**src/olng_pkg.sv**
```systemverilog
// Shared constants and codes for the ortho lattice neighbor generator.
package olng_pkg;

	localparam int DEF_MAX_DIMS  = 3;
	localparam int DEF_SITE_BITS = 16;
	localparam int REG_DIMS      = 3;
	localparam int EXT_W         = 8;
	localparam int SITE_W        = 16;
	localparam int CFG_IDX_W     = 3;
	localparam int CFG_DATA_W    = 8;
	localparam int DIV_BPS       = 4;

	localparam logic [CFG_IDX_W-1:0] CFG_EXTENT_D0   = 3'd0;
	localparam logic [CFG_IDX_W-1:0] CFG_BOUNDARY_D0 = 3'd3;

	localparam logic signed [1:0] PH_NONE = 2'sb00;
	localparam logic signed [1:0] PH_POS  = 2'sb01;

	localparam logic [1:0] STATUS_OK    = 2'd0;
	localparam logic [1:0] STATUS_NONE  = 2'd1;
	localparam logic [1:0] STATUS_RANGE = 2'd2;

endpackage

```
**src/olng_div.sv**
```systemverilog
// Pipelined restoring divider: site-width dividend by an extent, a few bits per stage.
module olng_div import olng_pkg::*; #(
	parameter int SITE_BITS = DEF_SITE_BITS,
	parameter int TAG_W     = DEF_SITE_BITS + EXT_W * DEF_MAX_DIMS
) (
	input  logic                 clk,
	input  logic                 arst_n,
	input  logic                 en,
	input  logic                 in_valid,
	input  logic [SITE_BITS-1:0] dividend,
	input  logic [EXT_W-1:0]     divisor,
	input  logic [TAG_W-1:0]     tag_i,
	output logic                 out_valid,
	output logic [SITE_BITS-1:0] quotient,
	output logic [EXT_W-1:0]     remainder,
	output logic [TAG_W-1:0]     tag_o
);

	localparam int NST = (SITE_BITS + DIV_BPS - 1) / DIV_BPS;

	logic                 v_s   [NST];
	logic [SITE_BITS-1:0] dq_s  [NST];
	logic [EXT_W-1:0]     rem_s [NST];
	logic [TAG_W-1:0]     tag_s [NST];

	for (genvar k = 0; k < NST; k++) begin : g_stage
		localparam int LEFT  = SITE_BITS - k * DIV_BPS;
		localparam int STEPS = (LEFT < DIV_BPS) ? LEFT : DIV_BPS;

		logic                 v_in;
		logic [SITE_BITS-1:0] dq_in, dq_w;
		logic [EXT_W-1:0]     rem_in, rem_w;
		logic [TAG_W-1:0]     tag_in;

		if (k == 0) begin : g_first
			assign v_in   = in_valid;
			assign dq_in  = dividend;
			assign rem_in = '0;
			assign tag_in = tag_i;
		end else begin : g_next
			assign v_in   = v_s[k-1];
			assign dq_in  = dq_s[k-1];
			assign rem_in = rem_s[k-1];
			assign tag_in = tag_s[k-1];
		end

		always_comb begin
			logic [EXT_W:0] r9;
			dq_w  = dq_in;
			rem_w = rem_in;
			for (int j = 0; j < STEPS; j++) begin
				r9   = {rem_w, dq_w[SITE_BITS-1]};
				dq_w = {dq_w[SITE_BITS-2:0], 1'b0};
				if (r9 >= {1'b0, divisor}) begin
					r9       = r9 - {1'b0, divisor};
					dq_w[0]  = 1'b1;
				end
				rem_w = r9[EXT_W-1:0];
			end
		end

		always_ff @(posedge clk or negedge arst_n) begin
			if (!arst_n) begin
				v_s[k] <= 1'b0;
			end else if (en) begin
				v_s[k] <= v_in;
			end
		end

		always_ff @(posedge clk) begin
			if (en) begin
				dq_s[k]  <= dq_w;
				rem_s[k] <= rem_w;
				tag_s[k] <= tag_in;
			end
		end
	end

	assign out_valid = v_s[NST-1];
	assign quotient  = dq_s[NST-1];
	assign remainder = rem_s[NST-1];
	assign tag_o     = tag_s[NST-1];

endmodule

```
**src/ortho_lattice_neighbor_generator_core.sv**
```systemverilog
// Top level of the ortho lattice neighbor generator: config, unflatten pipeline, result sequencer.
// Pipeline: (MAX_DIMS-1)*ceil(SITE_BITS/4) divider stages, one candidate stage and one
//   sequencer stage.
// Flow: a site gives 1 to 2*MAX_DIMS results on the single result strobe, and the pipeline
//   holds the next site until the last of them leaves; results cannot be stalled by the receiver.
// Reset: extents 1, boundaries open; busy stays high after reset and after every config
//   write while the stride and wrap-span registers settle.
module ortho_lattice_neighbor_generator_core import olng_pkg::*; #(
	parameter int MAX_DIMS  = DEF_MAX_DIMS,
	parameter int SITE_BITS = DEF_SITE_BITS
) (
	input  logic                  clk,
	input  logic                  arst_n,
	input  logic                  start,
	output logic                  busy,
	input  logic [SITE_W-1:0]     site,
	input  logic                  cfg_valid,
	output logic                  cfg_ready,
	input  logic [CFG_IDX_W-1:0]  cfg_index,
	input  logic [CFG_DATA_W-1:0] cfg_data,
	output logic                  result_valid,
	output logic [SITE_W-1:0]     neighbour_site,
	output logic signed [1:0]     phase,
	output logic [1:0]            dimension,
	output logic [1:0]            status,
	output logic                  last
);

	localparam int NSLOT    = 2 * MAX_DIMS;
	localparam int CRD_W    = EXT_W * MAX_DIMS;
	localparam int TAG_W    = SITE_BITS + CRD_W;
	localparam int SETTLE_N = MAX_DIMS + 1;
	localparam int SETTLE_W = $clog2(SETTLE_N + 1);
	localparam int L        = MAX_DIMS - 1;

	// ---------------------------------------------------------------- config
	// Dimensions past the register set keep extent 1 and an open boundary.
	logic [EXT_W-1:0]    ext_q    [MAX_DIMS];
	logic [1:0]          bnd_q    [MAX_DIMS];
	logic [SETTLE_W-1:0] settle_q;

	assign cfg_ready = 1'b1;

	always_ff @(posedge clk or negedge arst_n) begin
		if (!arst_n) begin
			for (int d = 0; d < MAX_DIMS; d++) begin
				ext_q[d] <= EXT_W'(1);
				bnd_q[d] <= 2'b00;
			end
		end else if (cfg_valid) begin
			for (int d = 0; d < MAX_DIMS; d++) begin
				if (d < REG_DIMS && cfg_index == CFG_IDX_W'(CFG_EXTENT_D0 + d)) begin
					ext_q[d] <= cfg_data;
				end
				// boundary code normalized: 00 open, 01 periodic, 1x antiperiodic
				if (d < REG_DIMS && cfg_index == CFG_IDX_W'(CFG_BOUNDARY_D0 + d)) begin
					bnd_q[d] <= {cfg_data[1], cfg_data[1] | cfg_data[0]};
				end
			end
		end
	end

	always_ff @(posedge clk or negedge arst_n) begin
		if (!arst_n) begin
			settle_q <= SETTLE_W'(SETTLE_N);
		end else if (cfg_valid) begin
			settle_q <= SETTLE_W'(SETTLE_N);
		end else if (settle_q != '0) begin
			settle_q <= settle_q - 1'b1;
		end
	end

	// Stride of dim d is the product of the faster extents; span is (extent-1)*stride,
	// the jump of a boundary wrap. One multiply per register, rippling from the fastest dim down.
	logic [SITE_BITS-1:0] stride_q [MAX_DIMS];
	logic [SITE_BITS-1:0] span_q   [MAX_DIMS];

	for (genvar d = 0; d < MAX_DIMS; d++) begin : g_stride
		if (d == MAX_DIMS - 1) begin : g_fast
			always_ff @(posedge clk) stride_q[d] <= SITE_BITS'(1);
		end else begin : g_slow
			always_ff @(posedge clk) stride_q[d] <= SITE_BITS'(stride_q[d+1] * ext_q[d+1]);
		end
		always_ff @(posedge clk) span_q[d] <= SITE_BITS'(stride_q[d] * (ext_q[d] - 1'b1));
	end

	// ---------------------------------------------------------------- pipeline control
	logic adv;
	assign busy = !adv || (settle_q != '0);

	// ---------------------------------------------------------------- unflatten chain
	// One divider per dimension from the fastest down to dim 1; the quotient left at the
	// end is the dim 0 coordinate. Coordinates ride in the tag next to the site.
	logic                 link_v   [MAX_DIMS];
	logic [SITE_BITS-1:0] link_q   [MAX_DIMS];
	logic [TAG_W-1:0]     link_tag [MAX_DIMS];
	logic [SITE_BITS-1:0] site_m;

	assign site_m      = SITE_BITS'(site);
	assign link_v[0]   = start && !busy;
	assign link_q[0]   = site_m;
	assign link_tag[0] = {site_m, CRD_W'(0)};

	for (genvar k = 0; k < MAX_DIMS - 1; k++) begin : g_div
		localparam int D = MAX_DIMS - 1 - k;
		logic [EXT_W-1:0] rem;
		logic [TAG_W-1:0] tag_o;

		olng_div #(
			.SITE_BITS (SITE_BITS),
			.TAG_W     (TAG_W)
		) u_div (
			.clk       (clk),
			.arst_n    (arst_n),
			.en        (adv),
			.in_valid  (link_v[k]),
			.dividend  (link_q[k]),
			.divisor   (ext_q[D]),
			.tag_i     (link_tag[k]),
			.out_valid (link_v[k+1]),
			.quotient  (link_q[k+1]),
			.remainder (rem),
			.tag_o     (tag_o)
		);

		assign link_tag[k+1] = tag_o | (TAG_W'(rem) << (EXT_W * D));
	end

	// ---------------------------------------------------------------- candidates
	// Two slots per dimension, in emission order; each slot has its own valid bit.
	logic [SITE_BITS-1:0] fin_site;
	logic [SITE_BITS-1:0] c0;
	logic [NSLOT-1:0]     mask_c;
	logic [SITE_BITS-1:0] nb_c [NSLOT];
	logic signed [1:0]    ph_c [NSLOT];
	logic [1:0]           sts_c;
	logic                 out_rng;

	assign fin_site = link_tag[L][CRD_W +: SITE_BITS];
	assign c0       = link_q[L];

	always_comb begin
		logic [EXT_W-1:0]     e, mx, c;
		logic [SITE_BITS-1:0] p_pos, p_neg, w_pos, w_neg;
		logic signed [1:0]    bc;
		out_rng = (32'(c0) >= 32'(ext_q[0]));
		for (int d = 0; d < MAX_DIMS; d++) begin
			if (ext_q[d] == '0) out_rng = 1'b1;
		end
		for (int d = 0; d < MAX_DIMS; d++) begin
			e     = ext_q[d];
			mx    = e - 1'b1;
			c     = (d == 0) ? EXT_W'(c0) : link_tag[L][EXT_W*d +: EXT_W];
			p_pos = fin_site + stride_q[d];
			p_neg = fin_site - stride_q[d];
			w_pos = fin_site + span_q[d];
			w_neg = fin_site - span_q[d];
			bc    = bnd_q[d];
			mask_c[2*d]   = 1'b0;
			mask_c[2*d+1] = 1'b0;
			nb_c[2*d]     = p_neg;
			nb_c[2*d+1]   = p_pos;
			ph_c[2*d]     = PH_POS;
			ph_c[2*d+1]   = PH_POS;
			if (e <= EXT_W'(1)) begin
				// single site along this dimension: no bonds
			end else if (e == EXT_W'(2)) begin
				mask_c[2*d] = 1'b1;
				nb_c[2*d]   = (c == '0) ? p_pos : p_neg;
			end else if (c == '0) begin
				mask_c[2*d]   = (bc != PH_NONE);
				nb_c[2*d]     = w_pos;
				ph_c[2*d]     = bc;
				mask_c[2*d+1] = 1'b1;
			end else if (c == mx) begin
				mask_c[2*d]   = 1'b1;
				mask_c[2*d+1] = (bc != PH_NONE);
				nb_c[2*d+1]   = w_neg;
				ph_c[2*d+1]   = bc;
			end else begin
				mask_c[2*d]   = 1'b1;
				mask_c[2*d+1] = 1'b1;
			end
		end
		// status items take slot 0 alone with zeroed payload
		if (out_rng) begin
			sts_c = STATUS_RANGE;
		end else if (mask_c == '0) begin
			sts_c = STATUS_NONE;
		end else begin
			sts_c = STATUS_OK;
		end
		if (sts_c != STATUS_OK) begin
			mask_c  = NSLOT'(1);
			nb_c[0] = '0;
			ph_c[0] = PH_NONE;
		end
	end

	logic                 v_s1;
	logic [NSLOT-1:0]     mask_s1;
	logic [SITE_BITS-1:0] nb_s1 [NSLOT];
	logic signed [1:0]    ph_s1 [NSLOT];
	logic [1:0]           sts_s1;

	always_ff @(posedge clk or negedge arst_n) begin
		if (!arst_n) begin
			v_s1 <= 1'b0;
		end else if (adv) begin
			v_s1 <= link_v[L];
		end
	end

	always_ff @(posedge clk) begin
		if (adv) begin
			mask_s1 <= mask_c;
			nb_s1   <= nb_c;
			ph_s1   <= ph_c;
			sts_s1  <= sts_c;
		end
	end

	// ---------------------------------------------------------------- result sequencer
	// Emits the lowest pending slot each cycle; the next site loads as the last one leaves.
	logic [NSLOT-1:0]     mask_q;
	logic [SITE_BITS-1:0] nb_q [NSLOT];
	logic signed [1:0]    ph_q [NSLOT];
	logic [1:0]           sts_q;
	logic [NSLOT-1:0]     sel;
	logic [NSLOT-1:0]     mask_nxt;
	logic                 load;

	always_comb begin
		logic found;
		found = 1'b0;
		sel   = '0;
		for (int i = 0; i < NSLOT; i++) begin
			if (mask_q[i] && !found) begin
				sel[i] = 1'b1;
				found  = 1'b1;
			end
		end
	end

	assign mask_nxt = mask_q & ~sel;
	assign load     = v_s1 && (mask_nxt == '0);
	assign adv      = !(v_s1 && (mask_nxt != '0));

	always_ff @(posedge clk or negedge arst_n) begin
		if (!arst_n) begin
			mask_q <= '0;
		end else if (load) begin
			mask_q <= mask_s1;
		end else begin
			mask_q <= mask_nxt;
		end
	end

	always_ff @(posedge clk) begin
		if (load) begin
			nb_q  <= nb_s1;
			ph_q  <= ph_s1;
			sts_q <= sts_s1;
		end
	end

	always_comb begin
		logic [SITE_BITS-1:0] nb_sel;
		nb_sel    = '0;
		phase     = PH_NONE;
		dimension = '0;
		for (int i = 0; i < NSLOT; i++) begin
			if (sel[i]) begin
				nb_sel    = nb_q[i];
				phase     = ph_q[i];
				dimension = 2'(i / 2);
			end
		end
		neighbour_site = SITE_W'(nb_sel);
	end

	assign result_valid = (mask_q != '0);
	assign status       = sts_q;
	assign last         = (mask_nxt == '0);

endmodule

```
**config.mk**
```make
export PLATFORM = sky130hd
export DESIGN_NAME = ortho_lattice_neighbor_generator_core
export DESIGN_NICKNAME = d
export VERILOG_FILES = /design/src/olng_pkg.sv /design/src/olng_div.sv /design/src/ortho_lattice_neighbor_generator_core.sv
export SDC_FILE = /design/constraint.sdc
export NUM_CORES = 2
export LEC_CHECK = 0
export ABC_AREA = 1
export BUFFER_PORTS_ARGS = -buffer_cell sky130_fd_sc_hd__buf_2
export CORE_MARGIN = 2
export CORE_UTILIZATION = 50
export DETAILED_ROUTE_END_ITERATION = 8
export GPL_ROUTABILITY_DRIVEN = 0
export HOLD_SLACK_MARGIN = 0.03
export PLACE_DENSITY = 0.65
export SLEW_MARGIN = 20
export SYNTH_ARGS = -nofsm -noshare
export SYNTH_HDL_FRONTEND = slang
export SYNTH_SLANG_ARGS = --single-unit
export TNS_END_PERCENT = 30
```
**constraint.sdc**
```tcl
create_clock -name clk -period 8.6 [get_ports clk]
set_clock_uncertainty 0.2 [all_clocks]
set_input_delay 0.43 -clock clk [delete_from_list [all_inputs] [get_ports clk]]
set_output_delay 0.43 -clock clk [all_outputs]
set_load 0.02 [all_outputs]
```
# After elaboration in Yosys (flattened, before gate mapping)
# Memory sizes are Yosys's and may differ from the RTL's.
# Index checks and enable logic that the tools add are counted.
[totals]
mem_bits_ro = 0
mem_count = 8
register_bits = 274
inputBits = 31
latchBits = 0
mem_bits_rw = 608
out_inout_bits = 26
[mem_list]
columns = ["name", "words", "word_bits", "read_ports", "rd_clocked_by_memory_dff", "wr", "line", "rtl"]
rows = [
  ["g_div[0].u_div.tag_s", 4, 40, 4, 0, 4, "olng_div.sv:24", "logic [TAG_W-1:0] tag_s [NST];"],
  ["g_div[1].u_div.tag_s", 4, 40, 4, 0, 4, "olng_div.sv:24", ""],
  ["g_div[0].u_div.dq_s", 4, 16, 4, 0, 4, "olng_div.sv:22", "logic [SITE_BITS-1:0] dq_s [NST];"],
  ["g_div[1].u_div.dq_s", 4, 16, 4, 0, 4, "olng_div.sv:22", ""],
  ["span_q", 3, 16, 3, 0, 3, "ortho_lattice_neighbor_generator_core.sv:76", "logic [SITE_BITS-1:0] span_q [MAX_DIMS];"],
  ["stride_q", 3, 16, 3, 0, 3, "ortho_lattice_neighbor_generator_core.sv:75", "logic [SITE_BITS-1:0] stride_q [MAX_DIMS];"],
  ["2 more memories", "n/a", "n/a", "n/a", "n/a", "n/a", "n/a", ""],
]
[classes]
reduce_logical = 44
n_addsub = 51
multipliers = 5
n_div = 0
n_shift = 0
n_lt_le_gt_ge = 36
bitwise_logic = 11
eq_ne = 11
n_mux = 140
[ops]
columns = ["operator", "n"]
rows = [
  ["$mux 16", 24],
  ["$ge 9x8->1", 30],
  ["$mux 8", 32],
  ["$sub 8x8->8", 30],
  ["$add 16x16->16", 6],
  ["$mux 32", 3],
  ["$sub 16x16->16", 6],
  ["$mux 1", 55],
  ["$logic_not 8->1", 6],
  ["$mul 16x9->16", 3],
  ["$mux 2", 21],
  ["$or 40x16->40", 1],
  ["$or 40x24->40", 1],
  ["$mul 16x8->16", 2],
  ["$sub 8x1->9 const B", 3],
  ["$eq 8x2->1 const B", 3],
  ["$eq 8x8->1", 3],
  ["$le 8x1->1 const B", 3],
  ["$sub 8x1->8 const B", 3],
  ["$ge 1x8->1", 2],
  ["$ge 16x8->1", 1],
  ["$reduce_or 4->1", 4],
  ["$sub 1x8->8", 2],
  ["$logic_not 6->1", 2],
  ["other kinds (19)", 52],
]

# Longest topological paths before layout
[logic_depth]
word_depth = 23
ltp_mapped = 48
mapped_depth_nobuf = 46

# Cells and area by module
# From an unflattened synthesis, not the netlist that was laid out.
[hier_totals]
hier_cells = 6618
hier_area_um2 = 58775.1
[by_module_without_submodules]
columns = ["module", "n_inst", "area_per_inst_um2", "cells_per_inst", "seq_area_each_um2"]
rows = [
  ["ortho_lattice_neighbor_generator_core", 1, 28947.8, 3651, 9093.7],
  ["olng_div (g_div[1].u_div)", 1, 14984.4, 1487, 7787.5],
  ["olng_div (g_div[0].u_div)", 1, 14843.0, 1480, 7787.5],
]

# Least setup slack after synthesis
# Ideal clock, no wire load.
[synth_path]
kind = "register -> register"
start = "register mask_q[0]"
end = "register g_div[0].u_div.v_s, in the netlist g_div[0].u_div.g_stage[2].v_in"
t_required_ps = 8027
setup_ps = 373
n_path_buf = 1
period_less_slack_ps = 7387
path_stages_with_launch = 10
path_slack_ps = 1213
t_arrival_ps = 6814
path_cell_list = "dfrtp_1 -> nor2_1 -> nand2_1 -> nor2_1 -> inv_1 -> o21ai_0 -> nand2_1 -> o21ai_2 -> buf_2 -> a21oi_1"
[synth_between]
elab_chain_cells = 20
word_cells_on_any_way = 24
classes_between = "mux (10); bitwise (2); reduce/logical (12)"
[synth_rtl]
columns = ["item", "line", "rtl"]
rows = [
  ["from (decl)", "ortho_lattice_neighbor_generator_core.sv:225", "logic [NSLOT-1:0] mask_q;"],
  ["from (signal assigned)", "ortho_lattice_neighbor_generator_core.sv:253", "mask_q <= mask_s1;"],
  ["from (signal assigned)", "ortho_lattice_neighbor_generator_core.sv:255", "mask_q <= mask_nxt;"],
  ["$mux 1", "ortho_lattice_neighbor_generator_core.sv:238", "if (mask_q[i] && !found) begin"],
  ["$logic_not 1->1", "ortho_lattice_neighbor_generator_core.sv:238", ""],
  ["$logic_and 1x1->1", "ortho_lattice_neighbor_generator_core.sv:238", ""],
  ["$mux 1", "ortho_lattice_neighbor_generator_core.sv:238", ""],
  ["$logic_not 1->1", "ortho_lattice_neighbor_generator_core.sv:238", ""],
  ["$logic_and 1x1->1", "ortho_lattice_neighbor_generator_core.sv:238", ""],
  ["$mux 1", "ortho_lattice_neighbor_generator_core.sv:238", ""],
  ["$logic_not 1->1", "ortho_lattice_neighbor_generator_core.sv:238", ""],
  ["[... 4 more ...]", "n/a", ""],
  ["$mux 1", "ortho_lattice_neighbor_generator_core.sv:238", ""],
  ["$logic_not 1->1", "ortho_lattice_neighbor_generator_core.sv:238", ""],
  ["$logic_and 1x1->1", "ortho_lattice_neighbor_generator_core.sv:238", ""],
  ["$mux 1", "ortho_lattice_neighbor_generator_core.sv:238", ""],
  ["$not 6->6", "ortho_lattice_neighbor_generator_core.sv:245", "assign mask_nxt = mask_q & ~sel;"],
  ["$and 6x6->6 *", "ortho_lattice_neighbor_generator_core.sv:245", ""],
  ["$reduce_bool 6->1 *", "ortho_lattice_neighbor_generator_core.sv:247", "assign adv = !(v_s1 && (mask_nxt != '0));"],
  ["$logic_and 1x1->1 *", "ortho_lattice_neighbor_generator_core.sv:247", ""],
  ["to (signal, indexed assignment)", "olng_div.sv:66", "v_s[k] <= v_in;"],
  ["to (decl)", "olng_div.sv:21", "logic v_s [NST];"],
]
# Every way passes the cells marked *; elsewhere a longest branch is shown, timed or not.
# A chain may end at the register's enable or synchronous reset.

==> results.ini <==
[outcome]
outcome = finished, final reports clean

[drt]
drt_iter0_markers = 3292
vias = 41700
ant_nets = 0
wl_per_cell_um = 18.0
dr.pass1.iters = 6
drc = 0
viasPerCell = 5.42
drt_wl_total_mm = 138

[hold_path]
hp-class = input pin to register

[global_route]
grtUsageTotal_pct = 25.9
antenna_found_initial = 1
grt_pass1_vias = 40300
grt_pass1_wl_mm = 218
grt-ovfl-total = 0
grt_max_degree = 165

[timing]
fmax_mhz = 125
setup_viol = 0
hold_viol = 0
slew_viol_final = 0
worst_slew_pin_slew_ns = 1.03
period_needed_ns = 8.02
period_share_pct = 93.3
rsz0062_at_grt = false
max_slew_margin_pct = 31.4
fin_tns_setup_ns = 0

[worst_setup_path]
crit_path_max_incr_delay_ns = 0.43
crit_family = compound AO/OA/AOI/OAI gates
crit_required_ns = 8.81
critPathMaxFanout = 14
critPathCaptureType = register
crit_top_cell = nand2_1
crit_buf_inv = 5
cp.arrival_ns = 8.23
worst-setup-path-type = register to register
cp-start-kind = register
crit_slowest_cell = a211oi_1
ff2ff_setup_slack_ns = 0.58

[logic_synthesis]
synth_warnings = 0
synth-seq-cells = 667
synth_cells = 6154
avgSynthCellArea_sq_um = 8.49
netlist_area_sq_mm = 0.0522
synth.distinct_cells = 70
yosysSeqAreaShare_pct = 36.6
syn_nets = 6886
synthArstFlopShare_pct = 7.20
synthFlopType = edfxtp_1
synth_edf_count = 554

[final_layout]
layout_commonest_cell = nand2_1
drive_gt1_share_pct = 7.12
utilization_pct = 54.9
final_cell_mix = 1,444 x nand2_1, 903 x inv_1, 554 x edfxtp_1, 514 x ha_1, 430 x nor2_1
syn2layout_area_growth_pct = 8.84
fin_cells = 7696
diodes = 0
nets = 6994

[clock_tree]
max-clock-path-buffers = 3
clock-sinks = 667
clk_pin_slew_ns = 0.06
insertion_delay_ns = 0.69
cts_tree = done
cts.htree.levels = 3
cts_buffers = 75
cts-root-buf = clkbuf_16

[die]
die_x_um = 327
rows = 118
die_height_um = 327
ios = 57
start_util_pct = 50.4
fp.dieArea_sq_mm = 0.107
core_sq_mm = 0.104

[job]
cap_violations = 0

[place]
dp_hpwl_mm = 106
dp_cells = 7534
io_buffers = 55

-- per-layer routing --
layer	global-route usage (%)	up-vias	part of all wire, %
li1	-	20500	-
met1	34.2	19500	43
met2	42.3	1387	46
met3	3.06	321	5.7
met4	12.6	2	5.2
met5	0	-	0.0094
-- cell families (layout without fill, tap and decap cells) --
logic type / count (synthesis) / count (layout) / synth area share, %
muxes: 2 / 2 / 0.0407
other: 1 / 1 / 0.00718
AOI/OAI and AO/OA: 886 / 886 / 9.71
buffers and inverters: 1065 / 1227 / 7.92
xor gates and xnor gates: 304 / 304 / 5.11
and+or+nand+nor: 2528 / 2528 / 21.1
DFF: 667 / 667 / 36.6
adders and majority gates: 701 / 701 / 19.5
-- worst paths after layout --
check                                               startpoint                                    endpoint  cells past startpoint
max                                       ext_q[9]$_DFFE_PN0P_        g_div[1].u_div.rem_s[1][5]$_DFFE_PN_                     37
min                                                cfg_data[3]                       ext_q[19]$_DFFE_PN0P_                      3
max reg2reg                               ext_q[9]$_DFFE_PN0P_        g_div[1].u_div.rem_s[1][5]$_DFFE_PN_                     37
min reg2reg                g_div[0].u_div.dq_s[2][0]$_DFFE_PN_         g_div[0].u_div.dq_s[3][4]$_DFFE_PN_                      0
max in group asynchronous                               arst_n                       ext_q[10]$_DFFE_PN0P_                      3
min in group asynchronous                               arst_n  g_div[0].u_div.g_stage[1].v_in$_DFFE_PN0N_                      3
-- flip-flops by register name, indices dropped and copies added, names as in the netlist --
register	count
g_div.u_div.dq_s	125
g_div.u_div.out_valid	2
bnd_q	6
g_div.u_div.rem_s	64
settle_q	3
nb_s1	96
sts_s1	2
g_div.u_div.g_stage.v_in	6
g_div.u_div.tag_s	139
ph_s1	12
status	2
nb_q	96
v_s1	1
mask_s1	6
ext_q	24
stride_q	24
ph_q	12
span_q	41
mask_q	6
-- cell usage after synthesis, types with 24 or more instances --
master	instances	share of area [%]
inv_2	36	0.26
a21oi_1	345	3.3
ha_1	514	12
xnor2_1	71	1.2
o21ai_0	250	2.4
nand3_1	320	3.1
o21ai_1	70	0.67
nand2_1	1444	10
edfxtp_1	554	32
fa_1	187	7.2
nand4_1	66	0.79
inv_1	905	6.5
nand3_2	25	0.48
nand2_2	31	0.37
dfxtp_1	65	2.5
dfrtp_1	44	2.1
o21ai_2	34	0.57
nor2_4	24	0.52
clkbuf_1	76	0.55
xor2_1	232	3.9
nor3_1	69	0.66
nor2_1	430	3.1
-- area by class of cell --
cell class / count / area [sq um]
Inverter: 951 / 3580
Tap cell: 1380 / 1730
Clock buffer: 86 / 1920
Fill cell: 9600 / 46800
Clock inverter: 45 / 459
Sequential cell: 667 / 19100
Timing Repair Buffer: 145 / 1060
Multi-Input combinational cell: 4422 / 29000
-- metrics by stage --
stage | hold slack (ns) | cell area, sq um | worst slack (ns)
after floorplan | -0.0656 | 52200 | 1.21
after global placement | 0.200 | 54200 | 0.829
after detailed placement | 0.205 | 54200 | 0.711
after CTS | 0.0336 | 56800 | 0.674
after global routing | 0.0491 | 56900 | 0.0204
final | 0.0562 | 56900 | 0.579
-- repair_timing --
item | in CTS | in global routing
gates resized for setup | 0 | 1
hold buffers | 29 | 0
setup buffers | 0 | 2
hold endpoints to repair | 81 | 0
endpoints found under the setup margin | 0 | 2
-- worst reg2reg max path: cells and delay by family, from the launching register on --
| kind | cells | cell delay, ns |
|---|---|---|
| buffers and inverters | 5 | 1.08 |
| DFF | 1 | 0.39 |
| AOI/OAI and AO/OA | 13 | 2.65 |
| adders and majority gates | 4 | 1.26 |
| and+or+nand+nor | 15 | 2.16 |
Power is left out: the tool's default activity adds up to more than one toggle a clock period on the data nets, which glitch-free logic cannot reach.
